===== src/sv/sr_pkg.sv =====
// Shared types, widths and codes of the selective-repeat sender.
package sr_pkg;

   localparam int SEQ_W = 32;
   localparam int LEN_W = 11;
   localparam int TAG_W = 8;
   localparam int OP_W = 2;
   localparam int WSIZE_W = 4;

   localparam int WINDOW_MAX_DEF = 8;
   localparam int PENDING_DEPTH_DEF = 16;
   localparam logic [WSIZE_W-1:0] WINDOW_SIZE_RESET = 4'd4;

   // Request opcodes as they arrive on the port
   localparam logic [OP_W-1:0] OP_SEND = 2'd0;
   localparam logic [OP_W-1:0] OP_REPLY = 2'd1;
   localparam logic [OP_W-1:0] OP_TIMEOUT = 2'd2;

   // Command kinds after classification
   localparam logic [1:0] KIND_SEND = 2'd0;
   localparam logic [1:0] KIND_ACK = 2'd1;
   localparam logic [1:0] KIND_NAK = 2'd2;
   localparam logic [1:0] KIND_TIMEOUT = 2'd3;

   typedef struct packed {
      logic [SEQ_W-1:0] seq;
      logic [LEN_W-1:0] length;
      logic [TAG_W-1:0] tag;
   } desc_type;

   typedef struct packed {
      logic [1:0] kind;
      desc_type frame;
      logic [SEQ_W-1:0] ref_seq;
   } cmd_type;

   typedef struct packed {
      logic full;
      logic empty;
   } queue_status_type;

endpackage


===== src/sv/sr_front.sv =====
// Front end: takes request words and classifies them into commands.
module sr_front (
   input  logic start,
   output logic busy,
   input  logic [sr_pkg::OP_W-1:0] req_op,
   input  logic [sr_pkg::SEQ_W-1:0] req_frame_seq,
   input  logic [sr_pkg::LEN_W-1:0] req_frame_length,
   input  logic [sr_pkg::TAG_W-1:0] req_buffer_tag,
   input  logic req_reply_is_nak,
   input  logic [sr_pkg::SEQ_W-1:0] req_ref_seq,
   input  sr_pkg::queue_status_type q_status,
   output logic push,
   output sr_pkg::cmd_type push_cmd
);

   logic known_op;

   // Hold off new words while the command queue is full
   assign busy = q_status.full;

   // Map opcode to command kind; drop the unused opcode
   always_comb begin
      known_op = 1'b1;
      push_cmd.kind = sr_pkg::KIND_SEND;
      case (req_op)
         sr_pkg::OP_SEND: begin
            push_cmd.kind = sr_pkg::KIND_SEND;
         end
         sr_pkg::OP_REPLY: begin
            push_cmd.kind = req_reply_is_nak ? sr_pkg::KIND_NAK : sr_pkg::KIND_ACK;
         end
         sr_pkg::OP_TIMEOUT: begin
            push_cmd.kind = sr_pkg::KIND_TIMEOUT;
         end
         default: begin
            known_op = 1'b0;
         end
      endcase
      push_cmd.frame.seq = req_frame_seq;
      push_cmd.frame.length = req_frame_length;
      push_cmd.frame.tag = req_buffer_tag;
      push_cmd.ref_seq = req_ref_seq;
   end

   assign push = start && !q_status.full && known_op;

endmodule


===== src/sv/sr_queue.sv =====
// Two-entry command queue between the front end and the engine.
module sr_queue (
   input  logic clock,
   input  logic reset,
   input  logic push,
   input  sr_pkg::cmd_type push_cmd,
   input  logic pop,
   output sr_pkg::cmd_type head_cmd,
   output sr_pkg::queue_status_type q_status
);

   sr_pkg::cmd_type entry_ff [2];
   logic wr_ptr_ff, wr_ptr_in;
   logic rd_ptr_ff, rd_ptr_in;
   logic [1:0] count_ff, count_in;
   logic do_push, do_pop;

   assign q_status.full = (count_ff == 2'd2);
   assign q_status.empty = (count_ff == 2'd0);
   assign head_cmd = entry_ff[rd_ptr_ff];

   assign do_push = push && !q_status.full;
   assign do_pop = pop && !q_status.empty;

   // Advance pointers and occupancy
   always_comb begin
      wr_ptr_in = do_push ? !wr_ptr_ff : wr_ptr_ff;
      rd_ptr_in = do_pop ? !rd_ptr_ff : rd_ptr_ff;
      count_in = count_ff;
      if (do_push && !do_pop) begin
         count_in = count_ff + 2'd1;
      end else if (do_pop && !do_push) begin
         count_in = count_ff - 2'd1;
      end
   end

   always_ff @(posedge clock) begin
      if (reset) begin
         wr_ptr_ff <= 1'b0;
         rd_ptr_ff <= 1'b0;
         count_ff <= 2'd0;
      end else begin
         wr_ptr_ff <= wr_ptr_in;
         rd_ptr_ff <= rd_ptr_in;
         count_ff <= count_in;
      end
   end

   // Store the pushed word
   always_ff @(posedge clock) begin
      if (do_push) begin
         entry_ff[wr_ptr_ff] <= push_cmd;
      end
   end

endmodule


===== src/sv/sr_back.sv =====
// Engine: pending FIFO, in-flight window, search and refill sequencing.
module sr_back #(
   parameter int WINDOW_MAX = sr_pkg::WINDOW_MAX_DEF,
   parameter int PENDING_DEPTH = sr_pkg::PENDING_DEPTH_DEF
) (
   input  logic clock,
   input  logic reset,
   input  logic csr_valid,
   output logic csr_ready,
   input  logic [sr_pkg::WSIZE_W-1:0] csr_window_size,
   input  sr_pkg::queue_status_type q_status,
   input  sr_pkg::cmd_type head_cmd,
   output logic pop,
   output logic rsp_strobe,
   output logic [sr_pkg::SEQ_W-1:0] rsp_out_seq,
   output logic [sr_pkg::LEN_W-1:0] rsp_out_length,
   output logic [sr_pkg::TAG_W-1:0] rsp_out_tag,
   output logic rsp_is_retransmit,
   output logic rsp_dropped,
   output logic rsp_last
);

   localparam int WIDX_W = (WINDOW_MAX > 1) ? $clog2(WINDOW_MAX) : 1;
   localparam int WCNT_W = $clog2(WINDOW_MAX + 1);
   localparam int WSUM_W = WIDX_W + 1;
   localparam int PIDX_W = $clog2(PENDING_DEPTH);
   localparam int PCNT_W = $clog2(PENDING_DEPTH + 1);
   localparam int PSUM_W = PIDX_W + 1;

   localparam logic [2:0] ST_IDLE = 3'd0;
   localparam logic [2:0] ST_DISPATCH = 3'd1;
   localparam logic [2:0] ST_SEARCH = 3'd2;
   localparam logic [2:0] ST_REFILL_CHK = 3'd3;
   localparam logic [2:0] ST_REFILL_WR = 3'd4;

   logic [2:0] state_ff, state_in;
   sr_pkg::cmd_type cmd_ff, cmd_in;
   logic [WCNT_W-1:0] idx_ff, idx_in;
   logic [PIDX_W-1:0] phead_ff, phead_in;
   logic [PCNT_W-1:0] pcount_ff, pcount_in;
   logic [WIDX_W-1:0] whead_ff, whead_in;
   logic [WCNT_W-1:0] wcount_ff, wcount_in;
   logic [sr_pkg::WSIZE_W-1:0] wsize_ff;

   sr_pkg::desc_type pend_mem [PENDING_DEPTH];
   sr_pkg::desc_type rd_data_ff;
   sr_pkg::desc_type window_ff [WINDOW_MAX];

   logic rsp_strobe_ff;
   sr_pkg::desc_type rsp_desc_ff;
   logic rsp_retx_ff, rsp_drop_ff, rsp_last_ff;

   logic emit, emit_retx, emit_drop, emit_last;
   sr_pkg::desc_type emit_desc;
   logic mem_we, mem_re, win_we;

   logic [31:0] eff_wide;
   logic [WCNT_W-1:0] eff_win;
   logic room;
   logic [WCNT_W-1:0] slot_off;
   logic [WSUM_W-1:0] slot_sum, retire_sum;
   logic [WIDX_W-1:0] slot, retire_head;
   logic [PSUM_W-1:0] tail_sum;
   logic [PIDX_W-1:0] ptail;
   logic [WCNT_W-1:0] wcount_nx;
   sr_pkg::desc_type win_rd;

   assign csr_ready = 1'b1;

   // Saturate the window size into one through the window depth
   always_comb begin
      if (wsize_ff == '0) begin
         eff_wide = 32'd1;
      end else if (32'(wsize_ff) > WINDOW_MAX) begin
         eff_wide = 32'(WINDOW_MAX);
      end else begin
         eff_wide = 32'(wsize_ff);
      end
   end
   assign eff_win = eff_wide[WCNT_W-1:0];
   assign room = (wcount_ff < eff_win);

   // Window slot: head plus search index or plus occupancy, wrapped once
   assign slot_off = (state_ff == ST_SEARCH) ? idx_ff : wcount_ff;
   assign slot_sum = WSUM_W'(whead_ff) + WSUM_W'(slot_off);
   assign slot = (slot_sum >= WSUM_W'(WINDOW_MAX)) ?
                 WIDX_W'(slot_sum - WSUM_W'(WINDOW_MAX)) : WIDX_W'(slot_sum);
   assign win_rd = window_ff[slot];

   // New head after a cumulative ack through the matched entry
   assign retire_sum = WSUM_W'(whead_ff) + WSUM_W'(idx_ff) + WSUM_W'(1);
   assign retire_head = (retire_sum >= WSUM_W'(WINDOW_MAX)) ?
                        WIDX_W'(retire_sum - WSUM_W'(WINDOW_MAX)) : WIDX_W'(retire_sum);

   // Pending tail slot
   assign tail_sum = PSUM_W'(phead_ff) + PSUM_W'(pcount_ff);
   assign ptail = (tail_sum >= PSUM_W'(PENDING_DEPTH)) ?
                  PIDX_W'(tail_sum - PSUM_W'(PENDING_DEPTH)) : PIDX_W'(tail_sum);

   assign wcount_nx = wcount_ff + WCNT_W'(1);

   // Sequence one command
   always_comb begin
      state_in = state_ff;
      cmd_in = cmd_ff;
      idx_in = idx_ff;
      phead_in = phead_ff;
      pcount_in = pcount_ff;
      whead_in = whead_ff;
      wcount_in = wcount_ff;
      pop = 1'b0;
      emit = 1'b0;
      emit_desc = cmd_ff.frame;
      emit_retx = 1'b0;
      emit_drop = 1'b0;
      emit_last = 1'b1;
      mem_we = 1'b0;
      mem_re = 1'b0;
      win_we = 1'b0;
      case (state_ff)
         ST_IDLE: begin
            if (!q_status.empty) begin
               pop = 1'b1;
               cmd_in = head_cmd;
               state_in = ST_DISPATCH;
            end
         end
         ST_DISPATCH: begin
            idx_in = '0;
            if (cmd_ff.kind == sr_pkg::KIND_SEND) begin
               if (pcount_ff == PCNT_W'(PENDING_DEPTH)) begin
                  // Drop the frame and echo it back
                  emit = 1'b1;
                  emit_drop = 1'b1;
                  state_in = ST_IDLE;
               end else begin
                  mem_we = 1'b1;
                  pcount_in = pcount_ff + PCNT_W'(1);
                  state_in = room ? ST_REFILL_CHK : ST_IDLE;
               end
            end else begin
               state_in = ST_SEARCH;
            end
         end
         ST_SEARCH: begin
            if (idx_ff == wcount_ff) begin
               // No entry matches
               state_in = (cmd_ff.kind == sr_pkg::KIND_TIMEOUT) ? ST_IDLE : ST_REFILL_CHK;
            end else if (win_rd.seq == cmd_ff.ref_seq) begin
               case (cmd_ff.kind)
                  sr_pkg::KIND_ACK: begin
                     whead_in = retire_head;
                     wcount_in = wcount_ff - (idx_ff + WCNT_W'(1));
                     state_in = ST_REFILL_CHK;
                  end
                  sr_pkg::KIND_NAK: begin
                     emit = 1'b1;
                     emit_desc = win_rd;
                     emit_retx = 1'b1;
                     emit_last = !(room && pcount_ff != '0);
                     state_in = ST_REFILL_CHK;
                  end
                  default: begin
                     emit = 1'b1;
                     emit_desc = win_rd;
                     emit_retx = 1'b1;
                     state_in = ST_IDLE;
                  end
               endcase
            end else begin
               idx_in = idx_ff + WCNT_W'(1);
            end
         end
         ST_REFILL_CHK: begin
            if (room && pcount_ff != '0) begin
               // Read the oldest pending frame
               mem_re = 1'b1;
               phead_in = (phead_ff == PIDX_W'(PENDING_DEPTH - 1)) ?
                          '0 : phead_ff + PIDX_W'(1);
               pcount_in = pcount_ff - PCNT_W'(1);
               state_in = ST_REFILL_WR;
            end else begin
               state_in = ST_IDLE;
            end
         end
         ST_REFILL_WR: begin
            // Move it into the window and transmit
            win_we = 1'b1;
            wcount_in = wcount_nx;
            emit = 1'b1;
            emit_desc = rd_data_ff;
            emit_last = (cmd_ff.kind == sr_pkg::KIND_SEND) ||
                        !(wcount_nx < eff_win && pcount_ff != '0);
            state_in = emit_last ? ST_IDLE : ST_REFILL_CHK;
         end
         default: begin
            state_in = ST_IDLE;
         end
      endcase
   end

   always_ff @(posedge clock) begin
      if (reset) begin
         state_ff <= ST_IDLE;
         phead_ff <= '0;
         pcount_ff <= '0;
         whead_ff <= '0;
         wcount_ff <= '0;
         wsize_ff <= sr_pkg::WINDOW_SIZE_RESET;
         rsp_strobe_ff <= 1'b0;
      end else begin
         state_ff <= state_in;
         phead_ff <= phead_in;
         pcount_ff <= pcount_in;
         whead_ff <= whead_in;
         wcount_ff <= wcount_in;
         rsp_strobe_ff <= emit;
         if (csr_valid && csr_ready) begin
            wsize_ff <= csr_window_size;
         end
      end
   end

   // Hold the command and the search index
   always_ff @(posedge clock) begin
      cmd_ff <= cmd_in;
      idx_ff <= idx_in;
   end

   // Pending memory: one write port, one registered read port
   always_ff @(posedge clock) begin
      if (mem_we) begin
         pend_mem[ptail] <= cmd_ff.frame;
      end
      if (mem_re) begin
         rd_data_ff <= pend_mem[phead_ff];
      end
   end

   // Window entries
   always_ff @(posedge clock) begin
      if (win_we) begin
         window_ff[slot] <= rd_data_ff;
      end
   end

   // Result register
   always_ff @(posedge clock) begin
      if (emit) begin
         rsp_desc_ff <= emit_desc;
         rsp_retx_ff <= emit_retx;
         rsp_drop_ff <= emit_drop;
         rsp_last_ff <= emit_last;
      end
   end

   assign rsp_strobe = rsp_strobe_ff;
   assign rsp_out_seq = rsp_desc_ff.seq;
   assign rsp_out_length = rsp_desc_ff.length;
   assign rsp_out_tag = rsp_desc_ff.tag;
   assign rsp_is_retransmit = rsp_retx_ff;
   assign rsp_dropped = rsp_drop_ff;
   assign rsp_last = rsp_last_ff;

endmodule


===== src/sv/selective_repeat_sender_top.sv =====
// Top level of the selective-repeat sender: front end, command queue, engine.
//
// Commands enter when start is high and busy is low; a two-word queue lets a
// new word be taken while the engine still works. Results leave one word per
// strobe cycle, with no backpressure, and rsp_last marks the final word of a
// command. The engine takes a command in its idle state and decodes it in the
// dispatch state, which also drops or queues a send; a send that moves a frame
// into the window then passes through the refill check and write states. Ack,
// nak and timeout walk the window one entry per cycle until a match or the end
// of the occupied entries, and each frame refilled after an ack or nak takes a
// pending memory read, then a window write. csr_window_size is taken at any
// cycle but should only change while no command is in progress.
module selective_repeat_sender_top #(
   parameter int WINDOW_MAX = sr_pkg::WINDOW_MAX_DEF,
   parameter int PENDING_DEPTH = sr_pkg::PENDING_DEPTH_DEF
) (
   input  logic clock,
   input  logic reset,
   input  logic start,
   output logic busy,
   input  logic [sr_pkg::OP_W-1:0] req_op,
   input  logic [sr_pkg::SEQ_W-1:0] req_frame_seq,
   input  logic [sr_pkg::LEN_W-1:0] req_frame_length,
   input  logic [sr_pkg::TAG_W-1:0] req_buffer_tag,
   input  logic req_reply_is_nak,
   input  logic [sr_pkg::SEQ_W-1:0] req_ref_seq,
   output logic rsp_strobe,
   output logic [sr_pkg::SEQ_W-1:0] rsp_out_seq,
   output logic [sr_pkg::LEN_W-1:0] rsp_out_length,
   output logic [sr_pkg::TAG_W-1:0] rsp_out_tag,
   output logic rsp_is_retransmit,
   output logic rsp_dropped,
   output logic rsp_last,
   input  logic csr_valid,
   output logic csr_ready,
   input  logic [sr_pkg::WSIZE_W-1:0] csr_window_size
);

   sr_pkg::queue_status_type q_status;
   sr_pkg::cmd_type push_cmd;
   sr_pkg::cmd_type head_cmd;
   logic push;
   logic pop;

   sr_front u_front (
      .start(start),
      .busy(busy),
      .req_op(req_op),
      .req_frame_seq(req_frame_seq),
      .req_frame_length(req_frame_length),
      .req_buffer_tag(req_buffer_tag),
      .req_reply_is_nak(req_reply_is_nak),
      .req_ref_seq(req_ref_seq),
      .q_status(q_status),
      .push(push),
      .push_cmd(push_cmd)
   );

   sr_queue u_queue (
      .clock(clock),
      .reset(reset),
      .push(push),
      .push_cmd(push_cmd),
      .pop(pop),
      .head_cmd(head_cmd),
      .q_status(q_status)
   );

   sr_back #(
      .WINDOW_MAX(WINDOW_MAX),
      .PENDING_DEPTH(PENDING_DEPTH)
   ) u_back (
      .clock(clock),
      .reset(reset),
      .csr_valid(csr_valid),
      .csr_ready(csr_ready),
      .csr_window_size(csr_window_size),
      .q_status(q_status),
      .head_cmd(head_cmd),
      .pop(pop),
      .rsp_strobe(rsp_strobe),
      .rsp_out_seq(rsp_out_seq),
      .rsp_out_length(rsp_out_length),
      .rsp_out_tag(rsp_out_tag),
      .rsp_is_retransmit(rsp_is_retransmit),
      .rsp_dropped(rsp_dropped),
      .rsp_last(rsp_last)
   );

endmodule


===== config.mk =====
export PLATFORM = sky130hd
export DESIGN_NAME = selective_repeat_sender_top
export DESIGN_NICKNAME = d
export VERILOG_FILES = /design/src/sv/sr_pkg.sv /design/src/sv/sr_front.sv /design/src/sv/sr_queue.sv /design/src/sv/sr_back.sv /design/src/sv/selective_repeat_sender_top.sv
export SDC_FILE = /design/constraint.sdc
export NUM_CORES = 2
export LEC_CHECK = 0
export BUFFER_PORTS_ARGS = -buffer_cell sky130_fd_sc_hd__buf_4
export CELL_PAD_IN_SITES_DETAIL_PLACEMENT = 1
export CELL_PAD_IN_SITES_GLOBAL_PLACEMENT = 1
export CORE_ASPECT_RATIO = 2
export CORE_MARGIN = 2
export CORE_UTILIZATION = 50
export CTS_BUF_LIST = sky130_fd_sc_hd__clkbuf_16
export CTS_CLUSTER_DIAMETER = 40
export DETAILED_ROUTE_END_ITERATION = 8
export PLACE_DENSITY_LB_ADDON = 0.1
export SYNTH_ARGS = -nofsm -noshare
export SYNTH_HDL_FRONTEND = slang
export SYNTH_SLANG_ARGS = --single-unit
export TNS_END_PERCENT = 5

===== constraint.sdc =====
create_clock -name clock -period 10.1 [get_ports clock]
set_clock_uncertainty 0.15 [all_clocks]
set_input_delay 3.03 -clock clock [delete_from_list [all_inputs] [get_ports clock]]
set_output_delay 3.03 -clock clock [all_outputs]
set_load 0.005 [all_outputs]

==> flow_metrics.env <==
export IMPL_status="finished, final reports clean"
export IMPL_hpwl_um=99100
export IMPL_hold_buffers=0
export IMPL_final_hold_viol_count=0
export IMPL_cts_tree="done"
export IMPL_maxSlewViolCount=0
export IMPL_path_max_fanout=54
export IMPL_critPathMaxStageDelay_ns=1.41
export IMPL_rsz0062_at_grt="false"
export IMPL_yosysMostFrequentCell="edfxtp_1"
export IMPL_fmax_mhz=140
export IMPL_fp_coreArea_um2=124000
export IMPL_place_inst=4597
export IMPL_grt_max_degree=89
export IMPL_post_cts_buffers=0
export IMPL_min_period_ns=7.14
export IMPL_first_global_vias=31700
export IMPL_drtPass1Iterations=8
export IMPL_setup_slack_ns=2.96
export IMPL_initial_utilization=0.503
export IMPL_route_detailed_drc=0
export IMPL_syn_num_nets=2992
export IMPL_setup_violations=0
export IMPL_grt_pass1_wl_um=236000
export IMPL_dp_slack_ns=2.95
export IMPL_path_cells="nor3b_1, o21ai_0, ha_4, fa_4, buf_4, mux4_2, a22oi_1, nand4_1, nor4_1, a31oi_1, nor4_2, and4b_2, nor2_4, nand2_2, buf_4"
export IMPL_tightest_slew_ns=1.16
export IMPL_crit_buf_inv=2
export IMPL_htreeDepth=4
export IMPL_synth_top_area_cell="edfxtp_1"
export IMPL_ys_types=68
export IMPL_relSlewSlack=0.230
export IMPL_grt_overflow_total=0
export IMPL_grt_use_total=0.267
export IMPL_end_kind="register"
export IMPL_crit_top_cell="buf_4"
export IMPL_p_leak_uw=0.0221
export IMPL_synth_top_area_frac=0.766
export IMPL_clockBufferDepth=3
export IMPL_cap_violations=0
export IMPL_viasPerCell=6.15
export IMPL_postCtsResizedCells=0
export IMPL_regArea_um2=48300
export IMPL_fp_dieH_um=503
export IMPL_arrival_ns=7.43
export IMPL_io_buffers=149
export IMPL_fp_dieW_um=254
export IMPL_clock_latency_ns=0.78
export IMPL_power_density_nw_per_um2=230
export IMPL_clock_sinks=1616
export IMPL_hp_class="register to register"
export IMPL_drive_gt1_frac=0.281
export IMPL_synthTopCellsByArea="edfxtp_1, mux4_2, mux2_2"
export IMPL_start_kind="register"
export IMPL_totalNegativeSetupSlack_ns=0
export IMPL_ys_seq_area_frac=0.775
export IMPL_dieArea_um2=128000
export IMPL_cts_buffers=147
export IMPL_synth_warning_count=0
export IMPL_clockRootBuffer="clkbuf_16"
export IMPL_num_vias=29900
export IMPL_synth_edff_count=1588
export IMPL_cpLargestDelayFamily="simple AND/OR/NAND/NOR gates"
export IMPL_synthTopCellsByCount="edfxtp_1, mux4_2, mux2_2"
export IMPL_synth_ff_type="edfxtp_1"
export IMPL_pin_count=151
export IMPL_n_fill_cell=10400
export IMPL_slowest_stage="fa_4"
export IMPL_timing_final_crit_share=0.707
export IMPL_drt_wl_total_um=166000
export IMPL_finish_utilization=0.568
export IMPL_multi_input_area_um2=13400
export IMPL_fin_nets=3208
export IMPL_yosys_register_bits=1616
export IMPL_crit_type="register to register"
export IMPL_clk_pin_slew_ns=0.06
export IMPL_row_count=183
export IMPL_gp_congestion=0.786
export IMPL_drt_iter0_markers=2696
export IMPL_synthArstFlopShare=0
export IMPL_antenna_left=0
export IMPL_fin_cells=4867
export IMPL_antenna_found_initial=3
export IMPL_routedWlPerCell_um=34.1
export IMPL_syn_cell_area_um2=62200
export IMPL_crit_required_ns=10.39
export IMPL_avgSynthCellArea_um2=21.7
export IMPL_syn_to_final_growth_pct=13.1
export IMPL_netlist_instances=2865
export IMPL_vdd_drop_max_uv=169
## path summary, 6_finish.rpt
check / start / to / slack [ns] / cells after the start
min reg2reg: u_back.wsize_ff[2] / u_back.wsize_ff[2] / 0.35 / 2
min: u_back.wsize_ff[2] / u_back.wsize_ff[2] / 0.35 / 2
max: u_back.state_ff[1] / u_back.rsp_out_seq[0] / 2.96 / 15
max reg2reg: u_back.state_ff[1] / u_back.rsp_out_seq[0] / 2.96 / 15
## area by class of cell
class | instances | area share
well taps | 1665 | 0.0296
clock buffers | 155 | 0.0551
clock inverters | 111 | 0.0138
repair buffers | 210 | 0.0227
flip-flops and latches | 1616 | 0.686
multi-input cells | 1050 | 0.190
inverters | 56 | 0.00299
diodes | 4 | 0.000142
## tightest hold or removal path, cell delays in order, from the launching register on
cell     delay [ns]
dfxtp_1        0.35
mux2i_1        0.07
nand2_1        0.05
## sequential cells by signal, summed over array words and instances, names as in the netlist, 2 cells and up
| signal | count |
|---|---|
| u_back.rsp_out_length | 11 |
| u_back.rsp_out_tag | 8 |
| u_back.cmd_ff | 85 |
| u_back.whead_ff | 3 |
| u_back.rsp_out_seq | 32 |
| u_back.idx_ff | 4 |
| u_back.rd_data_ff | 51 |
| u_back.window_ff | 408 |
| u_back.phead_ff | 4 |
| u_back.wcount_ff | 4 |
| u_back.pend_mem | 816 |
| u_queue.count_ff | 2 |
| u_back.wsize_ff | 4 |
| u_queue.entry_ff | 170 |
| u_back.pcount_ff | 5 |
| u_back.state_ff | 3 |
## metrics by stage
step                      hold WS, ns  power (µW)  instance area [µm²]
after global placement          0.330       10600                65500
after floorplan                 0.301        9730                62300
after CTS                       0.355       16300                70400
after detailed placement        0.340       10700                65500
final                           0.352       16200                70400
after global routing            0.384       16600                70400
## cells by family after synthesis
family	count (synthesis)	share of synthesized area
AO/OA/AOI/OAI	231	0.0280
flip-flops	1616	0.775
AND/OR/NAND/NOR	242	0.0189
adder cells (fa/ha/maj)	33	0.00724
XOR/XNOR	62	0.00872
multiplexers	481	0.148
other	1	0.0000602
buffers and inverters	199	0.0137
## power by group
group	switching, µW	internal (µW)	leakage (µW)	total (µW)
Combinational	866	597	0.00507	1460
Sequential	776	8270	0.0146	9050
Clock	2470	3190	0.00245	5660
Total	4110	12100	0.0221	16200
## layer usage
metal | track usage | routed length [µm]
met2 | 0.466 | 87400
met3 | 0.0381 | 9390
met1 | 0.342 | 63300
met4 | 0.0963 | 5960
met5 | 0 | 13
## cell usage in the layout, fill, tap and decap left out, types with 6 or more instances in the layout
| cell | netlist | routed |
|---|---|---|
| nor2_4 | 1 | 20 |
| mux2_2 | 90 | 90 |
| buf_4 | 7 | 208 |
| mux2i_1 | 47 | 47 |
| xor2_1 | 20 | 20 |
| a211oi_1 | 10 | 10 |
| xnor2_1 | 42 | 42 |
| a22o_1 | 22 | 22 |
| inv_1 | 56 | 81 |
| mux4_2 | 344 | 344 |
| dfxtp_1 | 28 | 23 |
| nand3_1 | 10 | 10 |
| nor2b_1 | 13 | 12 |
| or3_1 | 6 | 6 |
| a31oi_1 | 10 | 10 |
| clkinv_2 | 0 | 15 |
| clkinv_1 | 0 | 34 |
| a21oi_1 | 35 | 35 |
| o21ai_0 | 24 | 24 |
| inv_6 | 0 | 6 |
| a21o_1 | 26 | 26 |
| ha_1 | 28 | 27 |
| bufinv_16 | 0 | 16 |
| nand2_1 | 76 | 75 |
| nor2_1 | 62 | 44 |
| nor4_1 | 10 | 7 |
| clkbuf_16 | 0 | 155 |
| clkinvlp_4 | 0 | 8 |
| a21boi_0 | 19 | 19 |
| a221oi_1 | 14 | 14 |
| nand4_1 | 6 | 6 |
| a221o_1 | 31 | 31 |
| nor3_1 | 28 | 26 |
| edfxtp_1 | 1588 | 1588 |
No activity file was read; power rests on OpenSTA's default activity.
